`config.mk`:
```
export PLATFORM = sky130hd
export DESIGN_NAME = msam_ram
export DESIGN_NICKNAME = d
export VERILOG_FILES = /design/src/rtl/assert_macros.svh /design/src/rtl/msam_ram.sv
export SDC_FILE = /design/constraint.sdc
export NUM_CORES = 1
export LEC_CHECK = 0
export ABC_AREA = 1
export BUFFER_PORTS_ARGS = -buffer_cell sky130_fd_sc_hd__buf_2
export CORE_UTILIZATION = 55
export DETAILED_ROUTE_END_ITERATION = 16
export GPL_TIMING_DRIVEN = 0
export HOLD_SLACK_MARGIN = 0.12
export PLACE_DENSITY = 0.68
export SKIP_LAST_GASP = 1
export SLEW_MARGIN = 5
export SYNTH_ARGS = -nofsm -noshare
export SYNTH_HDL_FRONTEND = slang
export SYNTH_SLANG_ARGS = --single-unit
```
`constraint.sdc`:
```
create_clock -name clock -period 1.6 [get_ports clock]
set_input_delay 0.16 -clock clock [delete_from_list [all_inputs] [get_ports clock]]
set_output_delay 0.16 -clock clock [all_outputs]
set_load 0.03 [all_outputs]
```
`src/rtl/assert_macros.svh`:
```
// assertion macros used by the mixer top level
// no dependencies; the checks drop out when SYNTH is defined
`ifndef ASSERT_MACROS_SVH
`define ASSERT_MACROS_SVH
`ifndef SYNTH
`define CHK_IMPLIES(lbl, clk, rst, ante, cons, msg) \
   lbl: assert property (@(posedge clk) disable iff (rst) (ante) |-> (cons)) else $error(msg);
`define CHK_NEXT(lbl, clk, rst, ante, cons, msg) \
   lbl: assert property (@(posedge clk) disable iff (rst) (ante) |=> (cons)) else $error(msg);
`else
`define CHK_IMPLIES(lbl, clk, rst, ante, cons, msg)
`define CHK_NEXT(lbl, clk, rst, ante, cons, msg)
`endif
`endif

```
`src/rtl/msam_ram.sv`:
```
// generic single write port, single read port ram with registered read
// no dependencies
`default_nettype none
module msam_ram #(
   parameter int WIDTH = 16,
   parameter int DEPTH = 16
) (
   input  wire logic                     clock,
   input  wire logic                     wr_en,
   input  wire logic [$clog2(DEPTH)-1:0] wr_addr,
   input  wire logic [WIDTH-1:0]         wr_data,
   input  wire logic                     rd_en,
   input  wire logic [$clog2(DEPTH)-1:0] rd_addr,
   output logic      [WIDTH-1:0]         rd_data
);
   logic [WIDTH-1:0] mem_ff [DEPTH];
   logic [WIDTH-1:0] rd_data_ff;

   always_ff @(posedge clock) begin
      if (wr_en) begin
         mem_ff[wr_addr] <= wr_data;
      end
      if (rd_en) begin
         rd_data_ff <= mem_ff[rd_addr];
      end
   end

   assign rd_data = rd_data_ff;
endmodule
`default_nettype wire

```
==> results of run 1 <==
-- power by group through the flow --
stage,Clock (mW),Combinational [mW],Sequential (mW)
6_report,6.14,1.14,8.06
3_3_place_gp,0,1.04,8.21
3_5_place_dp,0,1.09,8.21
4_1_cts,6.19,1.13,8.06
2_1_floorplan,0,0.538,8.28
5_1_grt,6.43,1.24,8.07
-- timing repair --
action,in CTS,in global routing
endpoints found under the hold margin,275,0
endpoints found under the setup margin,0,1
hold buffers,18,0
-- kinds of logic (layout without fill, tap and decap cells) --
logic type             count (synthesis)  after routing  synth area share
DFF                                  272            272             0.708
and+or+nand+nor                      553            553             0.201
buffers and inverters                249            370            0.0909
-- area by class of cell --
class,count,area [um2],share of cell area
inverter,198,743,0.0556
multi-input combinational,553,2360,0.177
sequential,272,8170,0.611
timing repair buffer,74,602,0.0450
clock buffer,32,694,0.0520
buffer,50,302,0.0226
clock inverter,16,150,0.0112
tap,270,338,0.0253
-- final timing paths --
| check | startpoint | end | slack, ns | cells after the start |
|---|---|---|---|---|
| worst max-delay path | rd_addr[3] | rd_data[10]$_DFFE_PP_ | 0.12 | 5 |
| worst min-delay path | rd_addr[2] | rd_data[15]$_DFFE_PP_ | 0.17 | 4 |
| worst max register to register | mem_ff[12][7]$_DFFE_PP_ | rd_data[7]$_DFFE_PP_ | 0.28 | 6 |
| worst min register to register | mem_ff[4][5]$_DFFE_PP_ | rd_data[5]$_DFFE_PP_ | 0.77 | 6 |
-- synthesized netlist by cell type --
library cell               number  area, um2
sky130_fd_sc_hd__nand2_1      341       1280
sky130_fd_sc_hd__edfxtp_1     272       8170
sky130_fd_sc_hd__inv_1        196        736
sky130_fd_sc_hd__nand3_1      193        966
sky130_fd_sc_hd__buf_2         19       95.1
sky130_fd_sc_hd__buf_4         18        135
sky130_fd_sc_hd__nor2_1        17       63.8
sky130_fd_sc_hd__clkbuf_1      10       37.5
sky130_fd_sc_hd__buf_6          3       33.8
sky130_fd_sc_hd__inv_2          2       7.51
sky130_fd_sc_hd__nand3b_1       2       15.0
sky130_fd_sc_hd__buf_1          1       3.75
-- critical path: cells and delay by family --
| kind | cells | cell delay, ns |
|---|---|---|
| buffers and inverters | 3 | 1.22 |
| AND/OR/NAND/NOR | 2 | 0.48 |
-- routing by layer --
| layer | vias up | GRT usage |
|---|---|---|
| li1 | 3686 | - |
| met1 | 3721 | 0.381 |
| met2 | 386 | 0.455 |
| met3 | 88 | 0.0370 |
| met4 | 0 | 0.129 |
| met5 | - | 0 |
-- cells in the final DEF (no fill, tap or decap) --
cell type	count
sky130_fd_sc_hd__edfxtp_1	272
sky130_fd_sc_hd__inv_2	2
sky130_fd_sc_hd__nor2_2	16
sky130_fd_sc_hd__buf_4	18
sky130_fd_sc_hd__dlygate4sd3_1	18
sky130_fd_sc_hd__clkinv_2	9
sky130_fd_sc_hd__clkbuf_16	27
sky130_fd_sc_hd__buf_1	1
sky130_fd_sc_hd__clkbuf_1	14
sky130_fd_sc_hd__nor2_1	1
sky130_fd_sc_hd__clkinv_1	4
sky130_fd_sc_hd__buf_8	11
sky130_fd_sc_hd__nand3b_1	2
sky130_fd_sc_hd__buf_6	8
sky130_fd_sc_hd__buf_2	59
sky130_fd_sc_hd__bufinv_16	3
sky130_fd_sc_hd__nand2_1	341
sky130_fd_sc_hd__nand3_1	193
sky130_fd_sc_hd__inv_1	196
-- flip-flops by register name, indices dropped and copies added, names as in the netlist --
signal	count
mem_ff	256
rd_data	16
-- per-stage QoR --
stage | cell area, um2 | worst slack (ns)
2_1_floorplan | 11500 | 0.140
3_5_place_dp | 12300 | -0.282
5_1_grt | 13400 | 0.108
4_1_cts | 13400 | 0.144
3_3_place_gp | 12100 | -0.757
6_report | 13400 | 0.119
==> flow_results.org, run 1 <==
** Placement
- Half-perimeter wire length after detailed placement :: 19,300 um
- Routability-driven placement finished with a final weighted congestion of 0.931.
- Port Buffer Count :: 40
- Dpl cells :: 1,400

** Power and ir drop
- The share of total power dissipated in sequential elements is 0.525.
- Power spread over the standard cell area amounts to 1150 nW/um2.
- For this design the total switching power over the nets is 3.44 mW.
- Combinational group share of total power :: 0.074
- After layout, the design draws a total of 15.4 mW.
- The share of total power dissipated in the clock network is 0.400.
- Internal portion of total power :: 11.9 mW
- Proportion of total power due to net switching :: 0.224
- The worst-case IR drop observed on VDD is 1220 uV.
- Summed over all cells, the static leakage comes to 5.74 nW.

** Finish
- End-of-flow core utilization :: 0.654
- Fraction of final layout cells with drive strength greater than 1 :: 0.128
- Final nets :: 1,203
- Area delta synth->final :: 15.8%
- Diode count :: 0
- The filler cells instantiated in the layout total 1,589.
- The finished layout holds 1,465 standard cells, fillers aside.

** Setup path
- Critical path endpoint category :: flop
- Maximum fanout encountered on the critical timing path :: 10
- The largest individual stage delay along the critical path comes from the cell sky130_fd_sc_hd__dlygate4sd3_1.
- On the worst path, the slowest cell contributes a delay of 0.52 ns.
- Data on the critical path arrives at its endpoint at 1.88 ns.
- Worst Setup Start Kind :: input port
- STA puts the critical path data required time at 1.99 ns.
- Worst-path cell chain :: dlygate4sd3_1 -> buf_2 -> clkbuf_1 -> nand3_1 -> nand2_1
- The worst setup path is of the input port to flop kind.

** Route
- Total wirelength of the detailed-routed design :: 29,200 um
- Summed over all nets, wire length on met2 after detailed routing comes to 13,800 um.
- Highest metal layer with signal wires :: met4
- Routed via count divided by cell count :: 5.38
- Wire per inst :: 19.9 um
- Drt initial violations :: 813
- Final routed DRC violation total :: 0
- Before antenna repair, the detailed router went through 6 iterations.
- Routed wl met3 :: 2340 um
- Post-route ant nets :: 0
- Vias after detailed routing :: 7,881
- In the final routing, the length of wire on met1 measures 11,700 um.

** Clock network
- Gates resized during post-CTS repair numbered 0.
- Post-CTS timing repair inserted 0 buffers for setup.
- CTS saw 272 sinks.
- CTS Buf Count :: 27
- Largest buffer count on any clock path :: 3
- At the later pin of the worst-skew pair, clock insertion delay measures 0.54 ns.
- TritonCTS built the clock tree.
- The root buffer cell chosen for the clock tree is sky130_fd_sc_hd__clkbuf_16.
- After clock tree synthesis, the clock-pin slew on the worst setup and hold paths is 0.06 ns.
- # H-tree levels :: 1

** Synth
- Counting flops and latches in the post-synthesis netlist gives 272.
- After synthesis the cells add up to 11,500 um2.
- Cell variety after synth :: 12
- Mapped Avg Cell Area :: 10.7 um2
- For this run, the number of Yosys warnings is 0.
- Post-Syn Instances :: 1,074
- The number of nets handed over by synthesis was 1,101.
- The share of the Yosys chip area taken by registers is 0.708.

** Floorplanning
- The core region is 20,400 um2.
- Pin placement for this block handled 43 I/O pins.
- Horiz. Die Dim :: 147 um
- Area of the die :: 21,600 um2
- The floorplan has 52 rows.
- Initial cell density of the core :: 0.565
- Vert. Die Dim :: 147 um

** STA
- Final count of hold timing violations :: 0
- In this run the tightest slew margin relative to its limit is 0.484.
- Highest attainable clock frequency :: 0.675 GHz
- In the finished design, the share of the clock period the worst path needs comes to 0.925.
- Worst-margin pin slew :: 0.774 ns
- The clock arrives with 0.0129 ns of skew.
- Final worst path period need :: 1.48 ns
- Unrepaired setup endpoints after global routing :: no
- Endpoints failing setup :: 0
- Final hold slack :: 0.168 ns
- The number of pins exceeding their max-slew limit in the final report came to 0.
- For the final routed database, the setup TNS stands at 0 ns.

** GRT
- Combined global-route utilization of all metal layers :: 0.281
- Entering global routing, the biggest net connects 17 pins.
- Vias in the first global route :: 7,677
- Global-route wire length before repair :: 44,300 um
- For this run the aggregate overflow at the end of global routing stands at 0.
- Antenna violations before repair :: 0

** Worst hold path
- The worst hold path belongs to the class input port to flop.

** Outcome
- Result of the run :: complete, no violations

** Flow run
- Max-cap violations in this run came to 0.
No activity file was read; power rests on OpenSTA's default activity.
==> run 2: changes to the inputs <==
- CTS_BUF_LIST: not set -> sky130_fd_sc_hd__clkbuf_8
==> run 2 against run 1 <==
  * First-iteration DRC count decreased by 8.1%
  * Routed wire length decreased by 0.65%
  * Combinational power about the same
  * Global-route usage increased by 0.11 points
  * Die area unchanged
  * Fmax increased by 1.1%
  * Power decreased by 4.9%
  * Non-clock buffer count increased by 2
  * Flip-flop and latch count unchanged
  * Sequential power about the same
  * Register-to-register slack about the same
  * Clock-buffer cell count increased by 13
==> flow_results.org, run 2 (same netlist as run 1, synthesis figures left out) <==
** Power and ir drop
- The part of the total power dissipated in the clock network was 0.369 (-0.031).
- Internal portion of total power :: 11.1 mW (-6.7%)
- The combinational group share of total power came to 0.078 (+0.004).
- Share of total power in sequential cells :: 0.553 (+0.028)
- The worst voltage drop across the vdd grid is 812 uV (-33%).
- Power density of the placed cells :: 1100 nW/um2 (-4.5%)
- Proportion of total power due to net switching :: 0.238 (+0.0143)
- The total power draw was 14.6 mW (-4.9%).
- The switching power summed over all nets is 3.48 mW (+1.1%).
- The leakage power summed over all cells is 5.76 nW (+0.35%).

** GRT
- The via count of the first global-routing pass is 7,705 (+0.36%).
- Largest net degree at the start of global routing :: 17 (unchanged)
- Overflow after GRT :: 0 (unchanged)
- The first-pass GRT wire length was 44,100 um (-0.39%).
- Combined global-route utilization of all metal layers :: 0.282 (+0.00106)
- The number of antenna violations at the first check in global routing came to 0 (unchanged).

** Finish
- Filler cell count in the final layout :: 1,620 (+2.0%)
- Commonest non-fill, non-tap cells in the layout :: sky130_fd_sc_hd__nand2_1, sky130_fd_sc_hd__edfxtp_1, sky130_fd_sc_hd__inv_1, sky130_fd_sc_hd__nand3_1, sky130_fd_sc_hd__buf_2
- Fraction of final layout cells with drive strength greater than 1 :: 0.134 (+0.00573)
- Area delta synth->final :: 15.3%
- The area taken by flip-flops and latches is 8170 um2 (unchanged).
- Count of non-filler cells in the finished layout :: 1,496 (+2.1%)
- The library cell used most frequently in the layout, excluding fill and tap cells, is sky130_fd_sc_hd__nand2_1.
- Final nets :: 1,222 (+1.6%)
- Largest register by flop count :: mem_ff
- The multi-input combinational cell area was 2360 um2 (unchanged).
- The number of antenna cells inserted is 0 (unchanged).
- The number of flip-flops under the largest register name was 256 (unchanged).

** Route
- Post-route ant nets :: 0 (unchanged)
- The detail-routed net length per standard cell was 19.4 um (-2.7%).
- Routed via count divided by cell count :: 5.25 (-2.4%)
- The routed wire length was 29,000 um (-0.65%).
- The number of optimization iterations in the first detailed-route pass came to 5 (-1).
- Vias after detailed routing :: 7,852 (-0.37%)
- Drt initial violations :: 747 (-8.1%)
- Final routed DRC violation total :: 0 (unchanged)

** STA
- Highest attainable clock frequency :: 0.683 GHz (+1.1%)
- Setup repair after global routing left no endpoint under its margin.
- The final-report setup violation count was 0 (unchanged).
- Worst-margin pin slew :: 0.791 ns (+0.0170 ns)
- The post-route worst setup slack came to 0.135 ns (+0.0155 ns).
- The clock period minus final worst setup slack came to 1.47 ns (-0.0155 ns).
- Final hold slack :: 0.144 ns (-0.0233 ns)
- Sum Neg Setup Slack :: 0 ns (unchanged)
- The worst-case headroom to the max-slew limit is 0.472 (-0.0113).
- The final worst-path cycle share is 0.916 (-0.00967).
- The final count of hold timing violations was 0 (unchanged).
- Count of pins over their slew limit :: 0 (unchanged)
- The clock skew came to 0.0120 ns (-0.000832 ns).

** Placement
- The total instance count after detailed placement is 1,400 (unchanged).
- The placer congestion estimate was 0.931 (unchanged).
- The worst-case setup slack after placement was -0.282 ns (unchanged).
- The number of port buffers was 40 (unchanged).
- The HPWL after detailed placement was 19,300 um (unchanged).

** Floorplanning
- Vert. Die Dim :: 147 um (unchanged)
- Number of I/O pins :: 43 (unchanged)
- The floorplan die width was 147 um (unchanged).
- Area of the die :: 21,600 um2 (unchanged)
- The initial core utilization was 0.565 (unchanged).
- Number of rows created at floorplan :: 52 (unchanged)
- The total core area is 20,400 um2 (unchanged).

** Setup path
- FF-to-FF setup slack :: 0.29 ns (about the same)
- Critical path arrival :: 1.86 ns (-0.02 ns)
- STA classifies the critical path startpoint as an input port.
- Critical path buffer and inverter count :: 4 (+1)
- The critical path in this run is classified as input port to flop.
- Worst path max stage delay :: 0.54 ns (+0.02 ns)
- Top cell family by delay on the critical path :: buffers and inverters
- Worst-path cell chain :: dlygate4sd3_1 -> buf_2 -> inv_1 -> clkbuf_1 -> nand3_1 -> nand2_1
- The required time reported for the critical path endpoint was 2.00 ns (about the same).
- Worst path slowest cell :: sky130_fd_sc_hd__dlygate4sd3_1
- Maximum fanout encountered on the critical timing path :: 10 (unchanged)
- STA classifies the critical path endpoint as a flop.

** Flow run
- Max_cap viols :: 0 (unchanged)

** Clock network
- The source-to-sink clock delay at the later pin of the worst-skew pair is 0.56 ns (+0.02 ns).
- Clock tree from TritonCTS :: done
- The number of buffers added by the clock tree synthesis step was 44 (+63%).
- # H-tree levels :: 2 (+1)
- Post-cts hold buffer count :: 19 (+1)
- The clock-pin slew on the worst setup and hold paths came to 0.06 ns (about the same).
- In this run the clock root is driven by a sky130_fd_sc_hd__clkbuf_8.
- Gates resized, CTS repair :: 0 (unchanged)
- Number of setup buffers added after CTS :: 0 (unchanged)
- The CTS sink count was 272 (unchanged).
- The deepest clock path buffer count is 3 (unchanged).

** Worst hold path
- Type of the most critical hold path :: input port to flop

** Outcome
- Result of the run :: complete, no violations
[run 2: cell types whose count changed in the layout (fill, tap and decap cells not counted)]
| cell | before | now |
|---|---|---|
| sky130_fd_sc_hd__clkbuf_8 | 0 | 45 |
| sky130_fd_sc_hd__clkinv_1 | 4 | 16 |
| sky130_fd_sc_hd__clkbuf_1 | 14 | 10 |
| sky130_fd_sc_hd__bufinv_16 | 3 | 1 |
| sky130_fd_sc_hd__dlygate4sd3_1 | 18 | 19 |
| sky130_fd_sc_hd__clkinv_2 | 9 | 4 |
| sky130_fd_sc_hd__inv_1 | 196 | 207 |
| sky130_fd_sc_hd__clkbuf_16 | 27 | 0 |
[run 2: tightest hold or removal path, stage by stage]
cell	delay, ns
sky130_fd_sc_hd__buf_2	0.14
sky130_fd_sc_hd__nand3_1	0.09
sky130_fd_sc_hd__nand3_1	0.08
sky130_fd_sc_hd__nand2_1	0.10
[run 2: power by group through the flow]
| stage | clock network, mW | registers [mW] | logic (mW) |
|---|---|---|---|
| 2_1_floorplan | 0 | 8.28 | 0.538 |
| 3_3_place_gp | 0 | 8.21 | 1.04 |
| 3_5_place_dp | 0 | 8.21 | 1.09 |
| 4_1_cts | 5.45 | 8.07 | 1.13 |
| 5_1_grt | 5.74 | 8.08 | 1.23 |
| 6_report | 5.39 | 8.07 | 1.14 |
[run 2: cell type report]
cell class / instances / area share
clock inverter: 32 / 0.0114
tap: 270 / 0.0254
sequential: 272 / 0.614
buffer: 51 / 0.0230
timing repair buffer: 75 / 0.0460
inverter: 198 / 0.0559
clock buffer: 45 / 0.0466
multi-input combinational: 553 / 0.178
[run 2: path summary, 6_finish.rpt]
path	start	endpoint	cells past startpoint
setup / recovery	rd_addr[3]	rd_data[6]$_DFFE_PP_	6
hold / removal	rd_addr[2]	rd_data[15]$_DFFE_PP_	4
setup reg to reg	mem_ff[8][5]$_DFFE_PP_	rd_data[5]$_DFFE_PP_	6
hold reg to reg	mem_ff[4][5]$_DFFE_PP_	rd_data[5]$_DFFE_PP_	6
[run 2: per-layer routing]
layer / global-route usage / vias up / part of all wire
met4: 0.121 / 0 / 0.035
li1: - / 3724 / -
met3: 0.0516 / 67 / 0.075
met5: 0 / - / 0
met2: 0.459 / 373 / 0.48
met1: 0.374 / 3688 / 0.41
[run 2: metrics by stage]
step | area [um2] | util
after global placement | 12100 | 0.591
final | 13300 | 0.651
after detailed placement | 12300 | 0.604
after global routing | 13300 | 0.651
after floorplan | 11500 | -
after CTS | 13300 | 0.651
==> run 3: changes to the inputs <==
- CORE_UTILIZATION: 55 -> 40
- PLACE_DENSITY: 0.68 -> 0.52
==> run 3 against run 2 <==
  * Cell count grew 7.5%
  * Clock-buffer cell count increased by 2
  * Worst setup slack better by 0.12 ns
  * Via count shrank 1.5%
  * Flip-flop and latch count unchanged
  * First-iteration DRC count decreased by 23%
  * Non-clock buffer count stayed put
  * Sequential share of layout area fell by 0.82 points
  * Critical path type unchanged
==> flow_results.org, run 3 (same netlist as run 1, synthesis figures left out) <==
** Floorplanning
- The full die area came to 29,500 um2 (+37%).
- The floorplan die width is 172 um (+17%).
- The chip height came to 172 um (+17%).
- The initial core utilization came to 0.411 (-0.154).
- The total core area came to 28,100 um2 (+37%).
- Number of rows created at floorplan :: 61 (+17%)
- The number of top-level pins is 43 (unchanged).

** STA
- Endpoints failing setup :: 0 (unchanged)
- The clock skew came to 0.0144 ns (+0.00238 ns).
- Worst-margin pin slew :: 0.868 ns (+0.0762 ns)
- Final hold slack :: 0.202 ns (+0.0576 ns)
- Setup repair after global routing left no endpoint under its margin.
- The worst-case headroom to the max-slew limit was 0.422 (-0.0508).
- The accumulated negative setup slack is 0 ns (unchanged).
- Final count of hold timing violations :: 0 (unchanged)
- Final cycle utilization of the critical path :: 0.838 (-0.0774)
- The number of pins exceeding their max-slew limit in the final report is 0 (unchanged).
- The clock period minus final worst setup slack was 1.34 ns (-0.124 ns).
- Highest attainable clock frequency :: 0.746 GHz (+9.2%)

** Clock network
- The clock-pin slew on the worst setup and hold paths is 0.05 ns (about the same).
- Clock network latency to the later pin of the worst-skew pair :: 0.55 ns (about the same)
- The count of cells resized by post-cts repair came to 0 (unchanged).
- TritonCTS built the clock tree.
- TritonCTS sink count :: 272 (unchanged)
- Largest buffer count on any clock path :: 3 (unchanged)
- The root buffer cell chosen for the clock tree is sky130_fd_sc_hd__clkbuf_8.
- The number of H-tree levels is 2 (unchanged).
- The number of buffers added by the clock tree synthesis step was 45 (+2.3%).

** Finish
- Leaving out fill and tap cells, the most frequent cell in the layout is sky130_fd_sc_hd__nand2_1.
- End-of-flow core utilization :: 0.480 (-0.171)
- Compared with the post-synthesis result, the final layout area differs by 16.8%.
- Fraction of final layout cells with drive strength greater than 1 :: 0.133 (-0.00125)
- The number of antenna cells inserted came to 0 (unchanged).
- Filler cell count in the final layout :: 2,685 (+66%)
- The post-route standard cell area excluding fillers was 13,500 um2 (+1.4%).
- The final-stage net count is 1,223 (+0.082%).
- The number of flip-flops under the largest register name is 256 (unchanged).
- mem_ff holds more flip-flops than any other register.
- Commonest non-fill, non-tap cells in the layout :: sky130_fd_sc_hd__nand2_1, sky130_fd_sc_hd__edfxtp_1, sky130_fd_sc_hd__inv_1, sky130_fd_sc_hd__nand3_1, sky130_fd_sc_hd__buf_2

** Setup path
- Cell mode on critical path :: sky130_fd_sc_hd__nand3_1
- Worst path slowest cell :: sky130_fd_sc_hd__clkbuf_1
- The data arrival time of the critical path was 1.75 ns (-0.11 ns).
- The worst setup path is captured at a flop.
- The total buffers and inverters traversed by the critical path is 3 (-1).
- Worst path max stage delay :: 0.65 ns (+0.11 ns)
- Required time worst endpoint :: 2.00 ns (about the same)
- The kind of cell with the highest combined delay along the critical path is buffers and inverters.
- Worst Setup Start Kind :: input port
- The worst setup path is of the input port to flop kind.
- Worst-path cell chain :: buf_2 -> inv_2 -> clkbuf_1 -> nand3_1 -> nand3_1 -> nand3_1 -> nand2_1
- The biggest fanout along the worst timing path was 10 (unchanged).

** Flow run
- The number of max-cap violations was 0 (unchanged).

** GRT
- Global-route wire length before repair :: 45,500 um (+3.2%)
- The maximum number of pins on one net before global-route repair is 17 (unchanged).
- Vias in the first global route :: 7,451 (-3.3%)
- The total grt overflow came to 0 (unchanged).
- Antenna violations before repair :: 0 (unchanged)
- Combined global-route utilization of all metal layers :: 0.217 (-0.0650)

** Route
- Routed via count divided by cell count :: 4.81 (-8.4%)
- First drt pass iteration count :: 5 (unchanged)
- Post-route ant nets :: 0 (unchanged)
- The vias after detailed routing was 7,732 (-1.5%).
- Final routed DRC violation total :: 0 (unchanged)
- The detail-routed net length per standard cell came to 19.2 um (-0.78%).
- The starting DRC count in detailed routing was 578 (-23%).
- Total wirelength of the detailed-routed design :: 30,900 um (+6.6%)

** Placement
- Placed Area :: 12,500 um2 (+1.4%)
- Port Buffer Count :: 40 (unchanged)
- Half-perimeter wire length after detailed placement :: 20,400 um (+5.7%)
- Placer Congestion :: 0.794 (-15%)

** Power and ir drop
- The leakage power summed over all cells came to 5.80 nW (+0.66%).
- Power density of the placed cells :: 1080 nW/um2 (-1.1%)
- The switching share of total power came to 0.244 (+0.00536).
- The worst voltage drop across the vdd grid came to 549 uV (-32%).
- Reported net switching power :: 3.56 mW (+2.5%)
- The combinational group share of total power was 0.079 (about the same).
- The part of the total power dissipated in the clock network is 0.370 (about the same).
- Overall power after layout :: 14.6 mW (+0.21%)
- Share of total power in sequential cells :: 0.551 (-0.002)
- Internal portion of total power :: 11.1 mW (-0.50%)

** Worst hold path
- The tightest min-delay check is of the input port to flop type.

** Outcome
- Result of the run :: complete, no violations
[run 3: cell types whose count changed in the layout (fill, tap and decap cells not counted), sizes merged]
cell | previous run | this run
inv | 209 | 217
clkinv | 20 | 14
clkinvlp | 0 | 1
bufinv | 1 | 0
clkbuf | 55 | 57
[run 3: final timing paths]
| path | start | end | slack (ns) | cells after the start |
|---|---|---|---|---|
| hold reg to reg | mem_ff[10][10]$_DFFE_PP_ | rd_data[10]$_DFFE_PP_ | 0.75 | 6 |
| hold / removal | rd_addr[2] | rd_data[1]$_DFFE_PP_ | 0.20 | 4 |
| setup / recovery | rd_addr[1] | rd_data[8]$_DFFE_PP_ | 0.26 | 7 |
| setup reg to reg | mem_ff[1][3]$_DFFE_PP_ | rd_data[3]$_DFFE_PP_ | 0.36 | 6 |
[run 3: what timing repair did]
action / CTS / global route
setup buffers: 0 / 0
hold buffers: 19 / 0
endpoints found under the hold margin: 278 / 0
[run 3: cell type report]
cell class,instances,area [um2],share of cell area
inverter,198,743,0.0551
buffer,51,305,0.0226
clock buffer,47,647,0.0480
clock inverter,34,133,0.00984
multi-input combinational,553,2360,0.175
sequential,272,8170,0.606
timing repair buffer,75,648,0.0481
tap,378,473,0.0351
[run 3: routing by layer]
metal	GRT usage	routed length (um)	vias to the layer above	part of all wire
met5	0	0	-	0
met4	0.0658	818	0	0.026
met3	0.0433	1980	67	0.064
met2	0.357	14400	247	0.47
met1	0.290	13700	3688	0.44
li1	-	-	3730	-
[run 3: through the flow]
| stage | std cells | worst slack [ns] |
|---|---|---|
| 6_report | 1608 | 0.259 |
| 5_1_grt | 1608 | 0.190 |
| 4_1_cts | 1608 | 0.222 |
| 3_5_place_dp | 1508 | -0.360 |
| 3_3_place_gp | 1492 | -0.760 |
| 2_1_floorplan | 1074 | 0.140 |
[run 3: worst min-delay path, cell delays in order]
cell and delay [ns]:
sky130_fd_sc_hd__buf_2 0.14, sky130_fd_sc_hd__nand3_1 0.09, sky130_fd_sc_hd__nand3_1 0.12, sky130_fd_sc_hd__nand2_1 0.13
[run 3: power by group through the flow]
stage | Sequential (mW) | Combinational (mW) | Clock [mW]
after floorplan | 8.28 | 0.538 | 0
after detailed placement | 8.21 | 1.13 | 0
after global routing | 8.07 | 1.27 | 5.79
final | 8.06 | 1.15 | 5.41
after global placement | 8.21 | 1.08 | 0
after CTS | 8.06 | 1.17 | 5.53
